$ cat src/rtl/sbha_pkg.sv
package sbha_pkg;

    // Pool geometry.
    localparam int SLABS    = 8;
    localparam int HANDLES  = 64;
    localparam int WORD_W   = 64;
    localparam int SLAB_W   = $clog2(SLABS);
    localparam int SLOT_W   = 6;
    localparam int HANDLE_W = 9;
    localparam int BYTES    = WORD_W / 8;
    localparam int BYTE_W   = $clog2(BYTES);

    // Configuration port.
    localparam int SLOTS_W    = 7;
    localparam int LIMIT_W    = 4;
    localparam int CFG_IDX_W  = 2;
    localparam int CFG_DATA_W = 7;
    localparam logic [CFG_IDX_W-1:0] CFG_SLOTS_PER_SLAB = 2'd0;
    localparam logic [CFG_IDX_W-1:0] CFG_SLAB_LIMIT     = 2'd1;

    // Commands and result codes.
    localparam logic       CMD_ALLOC    = 1'b0;
    localparam logic       CMD_FREE     = 1'b1;
    localparam logic [1:0] STAT_OK      = 2'd0;
    localparam logic [1:0] STAT_NOSPACE = 2'd1;
    localparam logic [1:0] STAT_BADFREE = 2'd2;

    typedef struct packed {
        logic                command;
        logic [HANDLE_W-1:0] handle_to_free;
    } t_in_item;

    typedef struct packed {
        logic [1:0]          status;
        logic [HANDLE_W-1:0] handle_given;
        logic                slab_released;
        logic                slab_opened;
    } t_out_item;

    // Write to one slab cell.
    typedef struct packed {
        logic              en;
        logic [SLAB_W-1:0] slab;
        logic [WORD_W-1:0] word;
        logic              live;
    } t_slab_wr;

    // Search link along the slab cells for the lowest unused slab.
    typedef struct packed {
        logic              found;
        logic [SLAB_W-1:0] idx;
    } t_open_link;

    // Operation applied to the stack cells.
    typedef struct packed {
        logic push;
        logic pop;
        logic remove;
    } t_stk_op;

    // Contents of one stack cell as seen by its neighbour.
    typedef struct packed {
        logic              valid;
        logic [SLAB_W-1:0] entry;
    } t_stk_link;

    typedef enum logic [1:0] {
        S_IDLE,
        S_READ,
        S_SCAN,
        S_UPDATE
    } t_state;

    typedef enum logic [1:0] {
        M_FREE,
        M_TOP,
        M_OPEN
    } t_mode;

endpackage

$ cat src/rtl/sbha_slab_cell.sv
module sbha_slab_cell (
    input  logic                             i_clk,
    input  logic                             i_rst_n,
    input  logic [sbha_pkg::SLAB_W-1:0]      i_index,
    input  logic [sbha_pkg::LIMIT_W-1:0]     i_limit,
    input  sbha_pkg::t_slab_wr               i_wr,
    input  sbha_pkg::t_open_link             i_link,
    output sbha_pkg::t_open_link             o_link,
    output logic [sbha_pkg::WORD_W-1:0]      o_word,
    output logic                             o_live
);

    logic [sbha_pkg::WORD_W-1:0] r_word, n_word;
    logic                        r_live, n_live;
    logic                        wr_hit;
    logic                        below_lim;

    // This cell takes a write addressed to its own slab number.
    assign wr_hit = i_wr.en && (i_wr.slab == i_index);

    always_comb begin
        n_word = r_word;
        n_live = r_live;
        if (wr_hit) begin
            n_word = i_wr.word;
            n_live = i_wr.live;
        end
    end

    always_ff @(posedge i_clk) begin
        if (!i_rst_n) begin
            r_word <= '0;
            r_live <= 1'b0;
        end else begin
            r_word <= n_word;
            r_live <= n_live;
        end
    end

    // The lowest unused slab under the limit wins; a find further down the chain passes through.
    assign below_lim = {{(sbha_pkg::LIMIT_W - sbha_pkg::SLAB_W){1'b0}}, i_index} < i_limit;
    assign o_link.found = i_link.found || (!r_live && below_lim);
    assign o_link.idx   = i_link.found ? i_link.idx : i_index;

    assign o_word = r_word;
    assign o_live = r_live;

endmodule

$ cat src/rtl/sbha_stack_cell.sv
module sbha_stack_cell (
    input  logic                        i_clk,
    input  logic                        i_rst_n,
    input  sbha_pkg::t_stk_op           i_op,
    input  logic [sbha_pkg::SLAB_W-1:0] i_slab,
    input  sbha_pkg::t_stk_link         i_above,
    input  logic [sbha_pkg::SLAB_W-1:0] i_top_in,
    input  logic                        i_below_valid,
    input  logic                        i_hit_in,
    output sbha_pkg::t_stk_link         o_cell,
    output logic [sbha_pkg::SLAB_W-1:0] o_top_out,
    output logic                        o_hit_out
);

    logic                        r_valid, n_valid;
    logic [sbha_pkg::SLAB_W-1:0] r_entry, n_entry;
    logic                        hit_here;

    // Match on the slab under work; the match ripples upwards along the chain.
    assign hit_here  = r_valid && (r_entry == i_slab);
    assign o_hit_out = i_hit_in || hit_here;

    // The top entry ripples downwards: the highest valid cell supplies it.
    assign o_top_out = i_above.valid ? i_top_in : r_entry;

    always_comb begin
        n_valid = r_valid;
        n_entry = r_entry;
        if (i_op.remove && (i_hit_in || hit_here)) begin
            // Cells from the match upwards take their upper neighbour's contents.
            n_valid = i_above.valid;
            n_entry = i_above.entry;
        end else if (i_op.pop && r_valid && !i_above.valid) begin
            n_valid = 1'b0;
        end else if (i_op.push && !r_valid && i_below_valid) begin
            n_valid = 1'b1;
            n_entry = i_slab;
        end
    end

    always_ff @(posedge i_clk) begin
        if (!i_rst_n) begin
            r_valid <= 1'b0;
        end else begin
            r_valid <= n_valid;
        end
    end

    always_ff @(posedge i_clk) begin
        r_entry <= n_entry;
    end

    assign o_cell.valid = r_valid;
    assign o_cell.entry = r_entry;

endmodule

$ cat src/rtl/slab_bitmap_handle_allocator.sv
// Slab handle allocator.
// Input channel (i_in_valid / o_in_ready, i_in_data): one item per command, either an
// allocation or the free of a handle given as slab * 64 + slot.
// Output channel (o_out_valid / i_out_ready, o_out_data): exactly one result item per
// command, carrying the status, the new handle, and the slab opened and released flags.
// Configuration channel (i_cfg_valid / o_cfg_ready, i_cfg_index, i_cfg_data): index 0 sets
// the slots in use per slab, index 1 the slab limit. It is always ready. The user must see
// that it is written only while the block is idle; the block itself does not enforce this.
// Each item passes in turn through acceptance with slab selection, a read of the slab's
// bitmap from its cell, a byte-wise scan of that bitmap, and the update of the slab cells
// and the stack cells. A new item is accepted only after the previous one has finished
// its update. The scan of the 64-bit bitmap and the rippling search along the cell chains
// set this division into steps.
// A stalled output register holds its result; the next item is still accepted and worked
// on, and its update waits until the output register is free.
// After reset all slabs are released, the stack is empty and the registers hold 64 slots
// per slab and a limit of 8 slabs.
module slab_bitmap_handle_allocator (
    input  logic                              i_clk,
    input  logic                              i_rst_n,
    input  logic                              i_in_valid,
    output logic                              o_in_ready,
    input  sbha_pkg::t_in_item                i_in_data,
    output logic                              o_out_valid,
    input  logic                              i_out_ready,
    output sbha_pkg::t_out_item               o_out_data,
    input  logic                              i_cfg_valid,
    output logic                              o_cfg_ready,
    input  logic [sbha_pkg::CFG_IDX_W-1:0]    i_cfg_index,
    input  logic [sbha_pkg::CFG_DATA_W-1:0]   i_cfg_data
);

    localparam int SLABS  = sbha_pkg::SLABS;
    localparam int SLAB_W = sbha_pkg::SLAB_W;
    localparam int WORD_W = sbha_pkg::WORD_W;
    localparam int SLOT_W = sbha_pkg::SLOT_W;
    localparam int BYTES  = sbha_pkg::BYTES;
    localparam int BYTE_W = sbha_pkg::BYTE_W;

    // Configuration registers.
    logic [sbha_pkg::SLOTS_W-1:0] r_slots;
    logic [sbha_pkg::LIMIT_W-1:0] r_limit;
    logic [sbha_pkg::SLOTS_W-1:0] eff_n;
    logic [WORD_W-1:0]            mask;

    // Control.
    sbha_pkg::t_state r_state, n_state;
    logic             in_go;
    logic             upd_go;

    // Item registers.
    sbha_pkg::t_in_item  r_item;
    sbha_pkg::t_mode     r_mode;
    logic [SLAB_W-1:0]   r_slab;
    logic                r_open_ok;
    logic                r_bad_slab;
    logic [WORD_W-1:0]   r_word;
    logic                r_live;

    // Scan results.
    logic [BYTES-1:0]    r_zb;
    logic [2:0]          r_lz [BYTES];
    logic [BYTES-1:0]    r_one0;
    logic                r_full;
    logic                r_bad;
    logic                r_empty_after;

    logic [BYTES-1:0]    s_zb;
    logic [2:0]          s_lz [BYTES];
    logic [BYTES-1:0]    s_one0;
    logic                s_full;
    logic                s_bad;
    logic                s_empty_after;

    // Update results.
    sbha_pkg::t_slab_wr  wr;
    sbha_pkg::t_stk_op   op;
    sbha_pkg::t_out_item res;
    logic [BYTE_W-1:0]   bj;
    logic [SLOT_W-1:0]   alloc_i;
    logic                single_zero;
    logic [SLOT_W-1:0]   slot;

    // Output register.
    sbha_pkg::t_out_item r_out;
    logic                r_out_valid;

    // Cell chains.
    sbha_pkg::t_open_link open_link [SLABS+1];
    logic [WORD_W-1:0]    slab_word [SLABS];
    logic                 slab_live [SLABS];
    sbha_pkg::t_stk_link  stk_cell  [SLABS];
    logic [SLAB_W-1:0]    stk_top   [SLABS];
    logic                 stk_hit   [SLABS];

    // Configuration writes; a write to an index beyond the list is dropped.
    assign o_cfg_ready = 1'b1;

    always_ff @(posedge i_clk) begin
        if (!i_rst_n) begin
            r_slots <= sbha_pkg::SLOTS_W'(sbha_pkg::HANDLES);
            r_limit <= sbha_pkg::LIMIT_W'(SLABS);
        end else if (i_cfg_valid && o_cfg_ready) begin
            case (i_cfg_index)
                sbha_pkg::CFG_SLOTS_PER_SLAB: r_slots <= i_cfg_data;
                sbha_pkg::CFG_SLAB_LIMIT:     r_limit <= i_cfg_data[sbha_pkg::LIMIT_W-1:0];
                default: begin
                end
            endcase
        end
    end

    // Slot count in effect and the mask of the slots in use.
    always_comb begin
        if (r_slots == '0) begin
            eff_n = sbha_pkg::SLOTS_W'(1);
        end else if (r_slots > sbha_pkg::SLOTS_W'(sbha_pkg::HANDLES)) begin
            eff_n = sbha_pkg::SLOTS_W'(sbha_pkg::HANDLES);
        end else begin
            eff_n = r_slots;
        end
        if (eff_n >= sbha_pkg::SLOTS_W'(WORD_W)) begin
            mask = '1;
        end else begin
            mask = (WORD_W'(1) << eff_n) - WORD_W'(1);
        end
    end

    // Slab cells, chained for the search of the lowest unused slab.
    assign open_link[0] = '0;

    for (genvar k = 0; k < SLABS; k++) begin : g_slab
        sbha_slab_cell u_cell (
            .i_clk   (i_clk),
            .i_rst_n (i_rst_n),
            .i_index (SLAB_W'(k)),
            .i_limit (r_limit),
            .i_wr    (wr),
            .i_link  (open_link[k]),
            .o_link  (open_link[k+1]),
            .o_word  (slab_word[k]),
            .o_live  (slab_live[k])
        );
    end

    // Stack cells: cell 0 is the bottom, the highest valid cell is the top.
    for (genvar k = 0; k < SLABS; k++) begin : g_stk
        sbha_pkg::t_stk_link above;
        logic [SLAB_W-1:0]   top_in;
        logic                below_valid;
        logic                hit_in;

        if (k == SLABS - 1) begin : g_last
            assign above  = '0;
            assign top_in = '0;
        end else begin : g_mid
            assign above  = stk_cell[k+1];
            assign top_in = stk_top[k+1];
        end

        if (k == 0) begin : g_first
            assign below_valid = 1'b1;
            assign hit_in      = 1'b0;
        end else begin : g_up
            assign below_valid = stk_cell[k-1].valid;
            assign hit_in      = stk_hit[k-1];
        end

        sbha_stack_cell u_cell (
            .i_clk         (i_clk),
            .i_rst_n       (i_rst_n),
            .i_op          (op),
            .i_slab        (r_slab),
            .i_above       (above),
            .i_top_in      (top_in),
            .i_below_valid (below_valid),
            .i_hit_in      (hit_in),
            .o_cell        (stk_cell[k]),
            .o_top_out     (stk_top[k]),
            .o_hit_out     (stk_hit[k])
        );
    end

    // Sequencer: next state.
    always_comb begin
        n_state = r_state;
        case (r_state)
            sbha_pkg::S_IDLE:   if (in_go) n_state = sbha_pkg::S_READ;
            sbha_pkg::S_READ:   n_state = sbha_pkg::S_SCAN;
            sbha_pkg::S_SCAN:   n_state = sbha_pkg::S_UPDATE;
            sbha_pkg::S_UPDATE: if (upd_go) n_state = sbha_pkg::S_IDLE;
            default:            n_state = sbha_pkg::S_IDLE;
        endcase
    end

    // Sequencer: outputs.
    always_comb begin
        o_in_ready = 1'b0;
        upd_go     = 1'b0;
        case (r_state)
            sbha_pkg::S_IDLE:   o_in_ready = 1'b1;
            sbha_pkg::S_UPDATE: upd_go = !r_out_valid || i_out_ready;
            default: begin
            end
        endcase
    end

    assign in_go = i_in_valid && o_in_ready;

    always_ff @(posedge i_clk) begin
        if (!i_rst_n) begin
            r_state <= sbha_pkg::S_IDLE;
        end else begin
            r_state <= n_state;
        end
    end

    // Acceptance: pick the slab the item works on.
    always_ff @(posedge i_clk) begin
        if (in_go) begin
            r_item     <= i_in_data;
            r_open_ok  <= 1'b0;
            r_bad_slab <= 1'b0;
            if (i_in_data.command == sbha_pkg::CMD_FREE) begin
                r_mode     <= sbha_pkg::M_FREE;
                r_slab     <= i_in_data.handle_to_free[SLOT_W +: SLAB_W];
                r_bad_slab <= {1'b0, i_in_data.handle_to_free[sbha_pkg::HANDLE_W-1:SLOT_W]}
                              >= 4'(SLABS);
            end else if (stk_cell[0].valid) begin
                r_mode <= sbha_pkg::M_TOP;
                r_slab <= stk_top[0];
            end else begin
                r_mode    <= sbha_pkg::M_OPEN;
                r_slab    <= open_link[SLABS].idx;
                r_open_ok <= open_link[SLABS].found;
            end
        end
    end

    // Bitmap read from the selected slab cell.
    always_ff @(posedge i_clk) begin
        r_word <= slab_word[r_slab];
        r_live <= slab_live[r_slab];
    end

    assign slot = r_item.handle_to_free[SLOT_W-1:0];

    // Byte-wise scan of the bitmap with the unused slots counted as taken.
    always_comb begin
        logic [WORD_W-1:0] padded;
        logic [7:0]        byt;
        padded = r_word | ~mask;
        for (int j = 0; j < BYTES; j++) begin
            byt       = padded[8*j +: 8];
            s_zb[j]   = ~&byt;
            s_one0[j] = $onehot(~byt);
            s_lz[j]   = 3'd0;
            for (int b = 7; b >= 0; b--) begin
                if (!byt[b]) s_lz[j] = 3'(b);
            end
        end
        s_full        = &padded;
        s_bad         = r_bad_slab || ({1'b0, slot} >= eff_n) || !r_live || !r_word[slot];
        s_empty_after = ~|(r_word & mask & ~(WORD_W'(1) << slot));
    end

    always_ff @(posedge i_clk) begin
        r_zb          <= s_zb;
        r_lz          <= s_lz;
        r_one0        <= s_one0;
        r_full        <= s_full;
        r_bad         <= s_bad;
        r_empty_after <= s_empty_after;
    end

    // Lowest free slot from the scanned bytes.
    always_comb begin
        bj = '0;
        for (int j = BYTES - 1; j >= 0; j--) begin
            if (r_zb[j]) bj = BYTE_W'(j);
        end
        alloc_i     = {bj, r_lz[bj]};
        single_zero = $onehot(r_zb) && r_one0[bj];
    end

    // Update of the cells and the result item.
    always_comb begin
        wr      = '0;
        wr.slab = r_slab;
        op      = '0;
        res     = '0;
        case (r_mode)
            sbha_pkg::M_TOP: begin
                if (r_full) begin
                    // Head slab is full under the current size: drop it and fail.
                    op.pop     = 1'b1;
                    res.status = sbha_pkg::STAT_NOSPACE;
                end else begin
                    wr.en            = 1'b1;
                    wr.word          = r_word | (WORD_W'(1) << alloc_i);
                    wr.live          = 1'b1;
                    op.pop           = single_zero;
                    res.handle_given = {r_slab, alloc_i};
                end
            end
            sbha_pkg::M_OPEN: begin
                if (!r_open_ok) begin
                    res.status = sbha_pkg::STAT_NOSPACE;
                end else begin
                    wr.en            = 1'b1;
                    wr.word          = WORD_W'(1);
                    wr.live          = 1'b1;
                    op.push          = eff_n > sbha_pkg::SLOTS_W'(1);
                    res.handle_given = {r_slab, {SLOT_W{1'b0}}};
                    res.slab_opened  = 1'b1;
                end
            end
            sbha_pkg::M_FREE: begin
                if (r_bad) begin
                    res.status = sbha_pkg::STAT_BADFREE;
                end else if (r_empty_after) begin
                    // Last handle gone: release the slab and take it off the stack.
                    wr.en             = 1'b1;
                    wr.word           = '0;
                    wr.live           = 1'b0;
                    op.remove         = 1'b1;
                    res.slab_released = 1'b1;
                end else begin
                    wr.en   = 1'b1;
                    wr.word = r_word & ~(WORD_W'(1) << slot);
                    wr.live = 1'b1;
                    op.push = r_full && !stk_hit[SLABS-1] && !stk_cell[SLABS-1].valid;
                end
            end
            default: begin
            end
        endcase
        if (!upd_go) begin
            wr.en     = 1'b0;
            op.push   = 1'b0;
            op.pop    = 1'b0;
            op.remove = 1'b0;
        end
    end

    // Output register.
    always_ff @(posedge i_clk) begin
        if (!i_rst_n) begin
            r_out_valid <= 1'b0;
        end else if (upd_go) begin
            r_out_valid <= 1'b1;
        end else if (i_out_ready) begin
            r_out_valid <= 1'b0;
        end
    end

    always_ff @(posedge i_clk) begin
        if (upd_go) begin
            r_out <= res;
        end
    end

    assign o_out_valid = r_out_valid;
    assign o_out_data  = r_out;

endmodule

$ cat config.mk
export PLATFORM = sky130hd
export DESIGN_NAME = slab_bitmap_handle_allocator
export DESIGN_NICKNAME = d
export VERILOG_FILES = /design/src/rtl/sbha_pkg.sv /design/src/rtl/sbha_slab_cell.sv /design/src/rtl/sbha_stack_cell.sv /design/src/rtl/slab_bitmap_handle_allocator.sv
export SDC_FILE = /design/constraint.sdc
export NUM_CORES = 2
export LEC_CHECK = 0
export ABC_AREA = 1
export BUFFER_PORTS_ARGS = -buffer_cell sky130_fd_sc_hd__buf_2
export CORE_MARGIN = 5
export CORE_UTILIZATION = 36
export CTS_CLUSTER_DIAMETER = 100
export DETAILED_ROUTE_END_ITERATION = 16
export PLACE_DENSITY = 0.6
export SYNTH_ARGS = -nofsm -noshare
export SYNTH_HDL_FRONTEND = slang
export SYNTH_SLANG_ARGS = --single-unit
$ cat constraint.sdc
create_clock -name i_clk -period 6.4 [get_ports i_clk]
set_clock_uncertainty 0.05 [all_clocks]
set_input_delay 0.64 -clock i_clk [delete_from_list [all_inputs] [get_ports i_clk]]
set_output_delay 0.64 -clock i_clk [all_outputs]
set_load 0.01 [all_outputs]
Word level (Yosys, flattened, before mapping):

Cells that the tools add are included.

* bits of input ports: 24
* flip-flop bits (word level): 699

* shifts and indexed selects: 3
* add/subtract/negate cells: 64
* bitwise logic cells: 19
* eq/ne operators: 39
* muxes and demuxes: 173
* order comparisons: 16
* reductions and logical operators: 171

Operators with widths (count)
* 3-bit two-way mux: 77
* 65-bit two-way mux: 3
* 65-bit one-hot mux with 3 select lines: 1
* 64-bit AND: 3
* 64-bit binary-select mux with 3-bit select: 1
* 64-bit two-way mux: 3
* 64-bit inverter: 2
* 64-bit OR: 2
* 1-bit by 6-bit << shifter with 64-bit output, first input constant: 2
* 1-bit by 1-bit adder with 2-bit output: 36
* 1-bit logical AND: 66
* 8-bit inverter: 8
* 64-bit AND reduction: 1
* 8-bit AND reduction: 8
* 64-bit OR reduction: 1
* 1-bit by 7-bit << shifter with 64-bit output, first input constant: 1
* 64-bit by 2-bit subtractor with 64-bit output, second input constant: 1
* 2-bit by 2-bit adder with 3-bit output: 18
* 1-bit two-way mux: 52
* 2-bit two-way mux: 23
* 2-bit AND reduction: 19
* 3-bit by 3-bit adder with 4-bit output: 9
* 4-bit by 1-bit == test with 1-bit output, second input constant: 9
* 4-bit AND reduction: 8
* other kinds (39): 131

Longest topological paths before layout:

* depth in word-level cells: 21
* depth in mapped cells: 28

Modules after synthesis:

From an unflattened synthesis, not the netlist that was laid out.

* cell total of the unflattened synthesis: 7118
* area, all modules: 43804.5 µm²

Modules (own cells, without submodules)
* sbha_slab_cell: cells an instance 462, seq. area each 1301.2 µm², times used 8, area an instance 3000.4 µm²
* slab_bitmap_handle_allocator: cells an instance 3046, seq. area each 3193.1 µm², times used 1, area an instance 17249.0 µm²
* sbha_stack_cell: cells an instance 47, seq. area each 110.1 µm², times used 8, area an instance 319.1 µm²

Worst setup path before layout:

Ideal clock, no wire load.

* path kind: register to register
* from: register r_slots[4] (netlist name)
* to: register r_one0[3]
* setup time: 0.086 ns
* data required time: 6.264 ns
* arrival time: 4.767 ns
* clock period less this slack: 4.902 ns
* stages on the path, launching flop included: 24
* setup slack: 1.498 ns
* path through: dfxtp_1 -> nor2_2 -> nand2_2 -> nor2_2 -> nor2_2 -> nor2_4 -> nand3_2 -> ha_1 -> nand3_4 -> nor2_4 -> nand3_2 -> nor2_4 -> or2_2 -> nand3_1 -> nand2_1 -> fa_1 -> inv_1 -> fa_1 -> fa_1 -> ha_1 -> inv_1 -> fa_1 -> nand2_1 -> a211oi_1

* word-level cells in the longest chain between the ends: 13
* elaborated cells on any way between the ends: 19
* classes of those cells: 8 x add/sub; 2 x order compare; 1 x eq/ne; 1 x shift; 3 x mux; 3 x bitwise; 1 x reduce/logical

Ends and longest elaborated chain
* start: declaration: line slab_bitmap_handle_allocator.sv:41 `logic [sbha_pkg::SLOTS_W-1:0] r_slots;`
* start signal: assignment: line slab_bitmap_handle_allocator.sv:101 `r_slots <= sbha_pkg::SLOTS_W'(sbha_pkg::HANDLES);`
* start signal: assignment: line slab_bitmap_handle_allocator.sv:105 `sbha_pkg::CFG_SLOTS_PER_SLAB: r_slots <= i_cfg_data;`
* 7-bit greater-than comparator: line slab_bitmap_handle_allocator.sv:117 `end else if (r_slots > sbha_pkg::SLOTS_W'(sbha_pkg::HANDLES)) begin`
* 7-bit two-way mux: line slab_bitmap_handle_allocator.sv:117
* 7-bit two-way mux (*): line slab_bitmap_handle_allocator.sv:115 `if (r_slots == '0) begin`
* 1-bit by 7-bit << shifter with 64-bit output: line slab_bitmap_handle_allocator.sv:125 `mask = (WORD_W'(1) << eff_n) - WORD_W'(1);`
* 64-bit by 2-bit subtractor with 64-bit output: line slab_bitmap_handle_allocator.sv:125
* 64-bit two-way mux (*): line slab_bitmap_handle_allocator.sv:122 `if (eff_n >= sbha_pkg::SLOTS_W'(WORD_W)) begin`
* 64-bit inverter (*): line slab_bitmap_handle_allocator.sv:252 `padded = r_word | ~mask;`
* 64-bit OR (*): line slab_bitmap_handle_allocator.sv:252
* 8-bit inverter (*): line slab_bitmap_handle_allocator.sv:256 `s_one0[j] = $onehot(~byt);`
* 1-bit by 1-bit adder with 2-bit output (not written as such): line slab_bitmap_handle_allocator.sv:256
* 2-bit by 2-bit adder with 3-bit output (not written as such): line slab_bitmap_handle_allocator.sv:256
* 3-bit by 3-bit adder with 4-bit output (not written as such) (*): line slab_bitmap_handle_allocator.sv:256
* 4-bit by 1-bit == test with 1-bit output (*): line slab_bitmap_handle_allocator.sv:256
* via s_one0[3]: line slab_bitmap_handle_allocator.sv:70 `logic [BYTES-1:0] s_one0;`
* end signal: assignment: line slab_bitmap_handle_allocator.sv:270 `r_one0 <= s_one0;`
* end: declaration: line slab_bitmap_handle_allocator.sv:63 `logic [BYTES-1:0] r_one0;`

Mark *: on every way through the listed nets, which the timed path passes. The rest lies on a longest branch.
A chain may end at the register's enable or synchronous reset.

Worst setup path after layout:

* from: register r_slots[3] (netlist name)
* to: register r_one0[7]

The elaborated chain is that of the path after synthesis.

==> run summary <==
Crit Path Max Fanout = 28
Die Wd = 323 µm
Number of synthesized register bits = 699
I/O pins = 40
Die Ht = 323 µm
Pins Over Slew Limit = 0
FF-to-FF setup slack = 580 ps
Clock-pin slew on the worst setup and hold paths = 60 ps
IO Port Bufs = 38
CTS Buffer Depth = 3
Critical path data arrival time = 6340 ps
Synthesized netlist cell count = 4,867
Relative max-transition margin = 0.0732
Area delta synth->final = 10.1%
Int Power = 8.26 mW
Worst Slack Setup Final = 581 ps
Post_cts resized = 0
RSZ-0062 raised after global routing = false
Startpoint types = flop
Routability cong. = 1.01
Static Leak = 16.2 nW
Comb pwr share = 0.263
DRT iter0 DRCs = 3,648
PwrDens = 327 nW/µm²
Dpl ws = 636 ps
# fillers = 10,111
Status = completed
Netlist Area Pre-Place = 35,200 µm²
Final instance area = 38,800 µm²
Predominant post-synthesis flop cell = dfxtp_1
Vias in the first global route = 31,055
Final net count = 4,797
Largest net degree at the start of global routing = 278
ANT cells = 0
Total Routing Usage GR = 0.232
Crit-path max cell delay = 440 ps
Critical Path, Cell by Cell = nor2_2 -> nand3_4 -> nand2_4 -> nand2_4 -> nand3_1 -> inv_1 -> nor2_1 -> nand3_1 -> nor2_1 -> nand2_1 -> nor3_1 -> nand3_1 -> inv_1 -> fa_1 -> inv_1 -> fa_1 -> fa_1 -> inv_1 -> ha_1 -> inv_1 -> fa_1 -> a2111oi_0 -> a21oi_1 -> nor2_1
Dpl hpwl = 81,200 µm
Clk sinks = 699
Ys async rst share = 0
WS Path Type = flop to flop
Clock Power Share = 0.357
Flop pwr share = 0.380
Least-Margin Pin Slew = 1390 ps
Ratio of cells with drive above 1 in the final layout = 0.0756
Clock latency at the later pin of the worst-skew pair = 650 ps
Top achievable clock speed = 172 MHz
Switching Fraction = 0.349
Setup Buffers After CTS = 0
Initial antenna violation count = 0
Hold Buf Count CTS = 0
Switch Pwr = 4.42 mW
Seq/Total Area, Yosys = 0.410
Crit. End Element = flop
First drt pass iteration count = 6
Max cap viols = 0
Ys Warns = 0
Setup_tns = 0 ps
Worst Hold Slack = 129 ps
Avg Inst Size Synth = 7.24 µm²
Cell mode on critical path = inv_1
Final period util = 0.909
Peak VDD IR = 0.165 mV
DRC viols = 0
Crit path required time = 6920 ps
Via/cell ratio = 5.60
DIE AREA = 104,000 µm²
Worst Hold Class = input port to flop
Final hold violation count = 0
Routed WL = 126,000 µm
Slowest cell on crit path = dfxtp_1
Starting Density = 0.363
Total CTS buffers = 78
First-pass GRT wire length = 191,000 µm
H-tree depth = 3
Post-synth EDFFs = 46
Setup violators final = 0
Cell Rows = 114
Root Buffer = clkbuf_16
DR vias = 33,700
Tmin final = 5820 ps
Placed Instance Area = 36,200 µm²
DRT antenna net count = 0
DR WL/cell = 20.9 µm
Yosys cell types = 65
CTS tree = built
Core Area = 97,000 µm²
GR Overflow Total = 0
==> state kept, by name, indices dropped and copies added (netlist names), 3 cells and up <==
name                  flops
g_slab.u_cell.o_live      8
g_slab.u_cell.o_word    512
g_stk.u_cell.r_entry     24
g_stk.u_cell.r_valid      8
o_out_data               13
r_item                    6
r_limit                   4
r_lz                     24
r_one0                    8
r_slab                    3
r_slots                   7
r_word                   64
r_zb                      8
==> per-stage QoR <==
step,utilization,total power [mW],std cells
floorplan,-,7.06,4868
global placement,0.374,8.15,5884
detailed placement,0.374,8.17,5884
CTS,0.400,12.7,6022
global route,0.400,13.3,6022
finish,0.400,12.7,6022
==> synthesized netlist by cell type (all sizes together), types with 4 or more instances <==
cell	n	area, µm²
o311ai	8	70.1
o211ai	21	168
a22oi	132	991
o21ai	615	3090
clkbuf	298	1120
nand4	159	1020
o2111ai	7	61.3
xnor2	5	43.8
inv	373	1400
nand3	196	1100
a2111oi	4	35.0
nor3	33	181
nand2	1046	4030
or2	10	62.6
o22ai	26	163
dfxtp	653	13100
ha	49	613
buf	43	272
nor2	335	1420
a21boi	7	52.6
a21oi	609	3090
a221oi	9	78.8
a211oi	32	240
nor4	4	46.3
edfxtp	46	1380
o21a	6	45.0
a31oi	82	513
fa	36	721
==> cell families (layout without fill, tap and decap cells) <==
logic type                 Yosys count  after routing  share of synthesized area
and+or+nand+nor                   1792           1792                      0.225
AOI/OAI and AO/OA                 1564           1564                      0.245
buffers and inverters              717            595                     0.0796
DFF                                699            699                      0.410
other                                1              2                   0.000106
xor gates and xnor gates             7              7                    0.00174
adders and majority gates           85             85                     0.0378
muxes                                2              2                   0.000568
==> layout make-up <==
type	instances	area (µm²)	area share
tap	1276	1600	0.0411
timing repair buffer	81	686	0.0177
sequential	699	14500	0.372
clock inverter	29	308	0.00793
inverter	376	1420	0.0365
multi-input combinational	3452	18100	0.466
clock buffer	109	2260	0.0583
==> path summary, 6_finish.rpt <==
kind	start	cells past startpoint	end
setup / recovery	r_slots[3]	24	r_one0[7]
hold / removal	i_in_data[2]	1	r_item[2]
setup reg to reg	r_slots[3]	24	r_one0[7]
hold reg to reg	g_slab[3].u_cell.o_live	2	g_slab[3].u_cell.o_live
==> critical path: cells and delay by family (launching register included) <==
family | cells | cell delay, ps
and+or+nand+nor | 12 | 2520
adders and majority gates | 5 | 1820
AOI/OAI and AO/OA | 2 | 500
DFF | 1 | 440
buffers and inverters | 5 | 400
==> power groups by stage <==
stage                     Clock (mW)  Combinational [mW]  Sequential, mW
after floorplan                    0                2.25            4.81
after global placement             0                3.24            4.91
after detailed placement           0                3.26            4.91
after CTS                       4.62                3.27            4.81
after global routing            4.80                3.69            4.84
final                           4.53                3.33            4.83
==> layer usage <==
layer  GRT usage  up-vias  part of all wire
met1       0.332    15942              0.46
met5     0.00544        -           0.00065
li1            -    16279                 -
met3      0.0382      249             0.071
met2       0.355     1228              0.44
met4      0.0794        2             0.036
==> placed cells by master, fill, tap and decap left out, types with 32 or more instances in the layout <==
master	synthesis	final
nand4_1	155	155
nand3_1	175	175
a21oi_1	604	602
buf_2	7	37
dfxtp_1	653	653
a211oi_1	32	32
fa_1	36	36
clkbuf_16	0	80
ha_1	49	49
nor2_1	291	286
edfxtp_1	46	46
o21ai_0	608	608
inv_1	358	356
nand2_1	1016	1015
nor2_2	33	33
a22oi_1	132	132
a31oi_1	82	82
No activity file was read; power rests on OpenSTA's default activity.
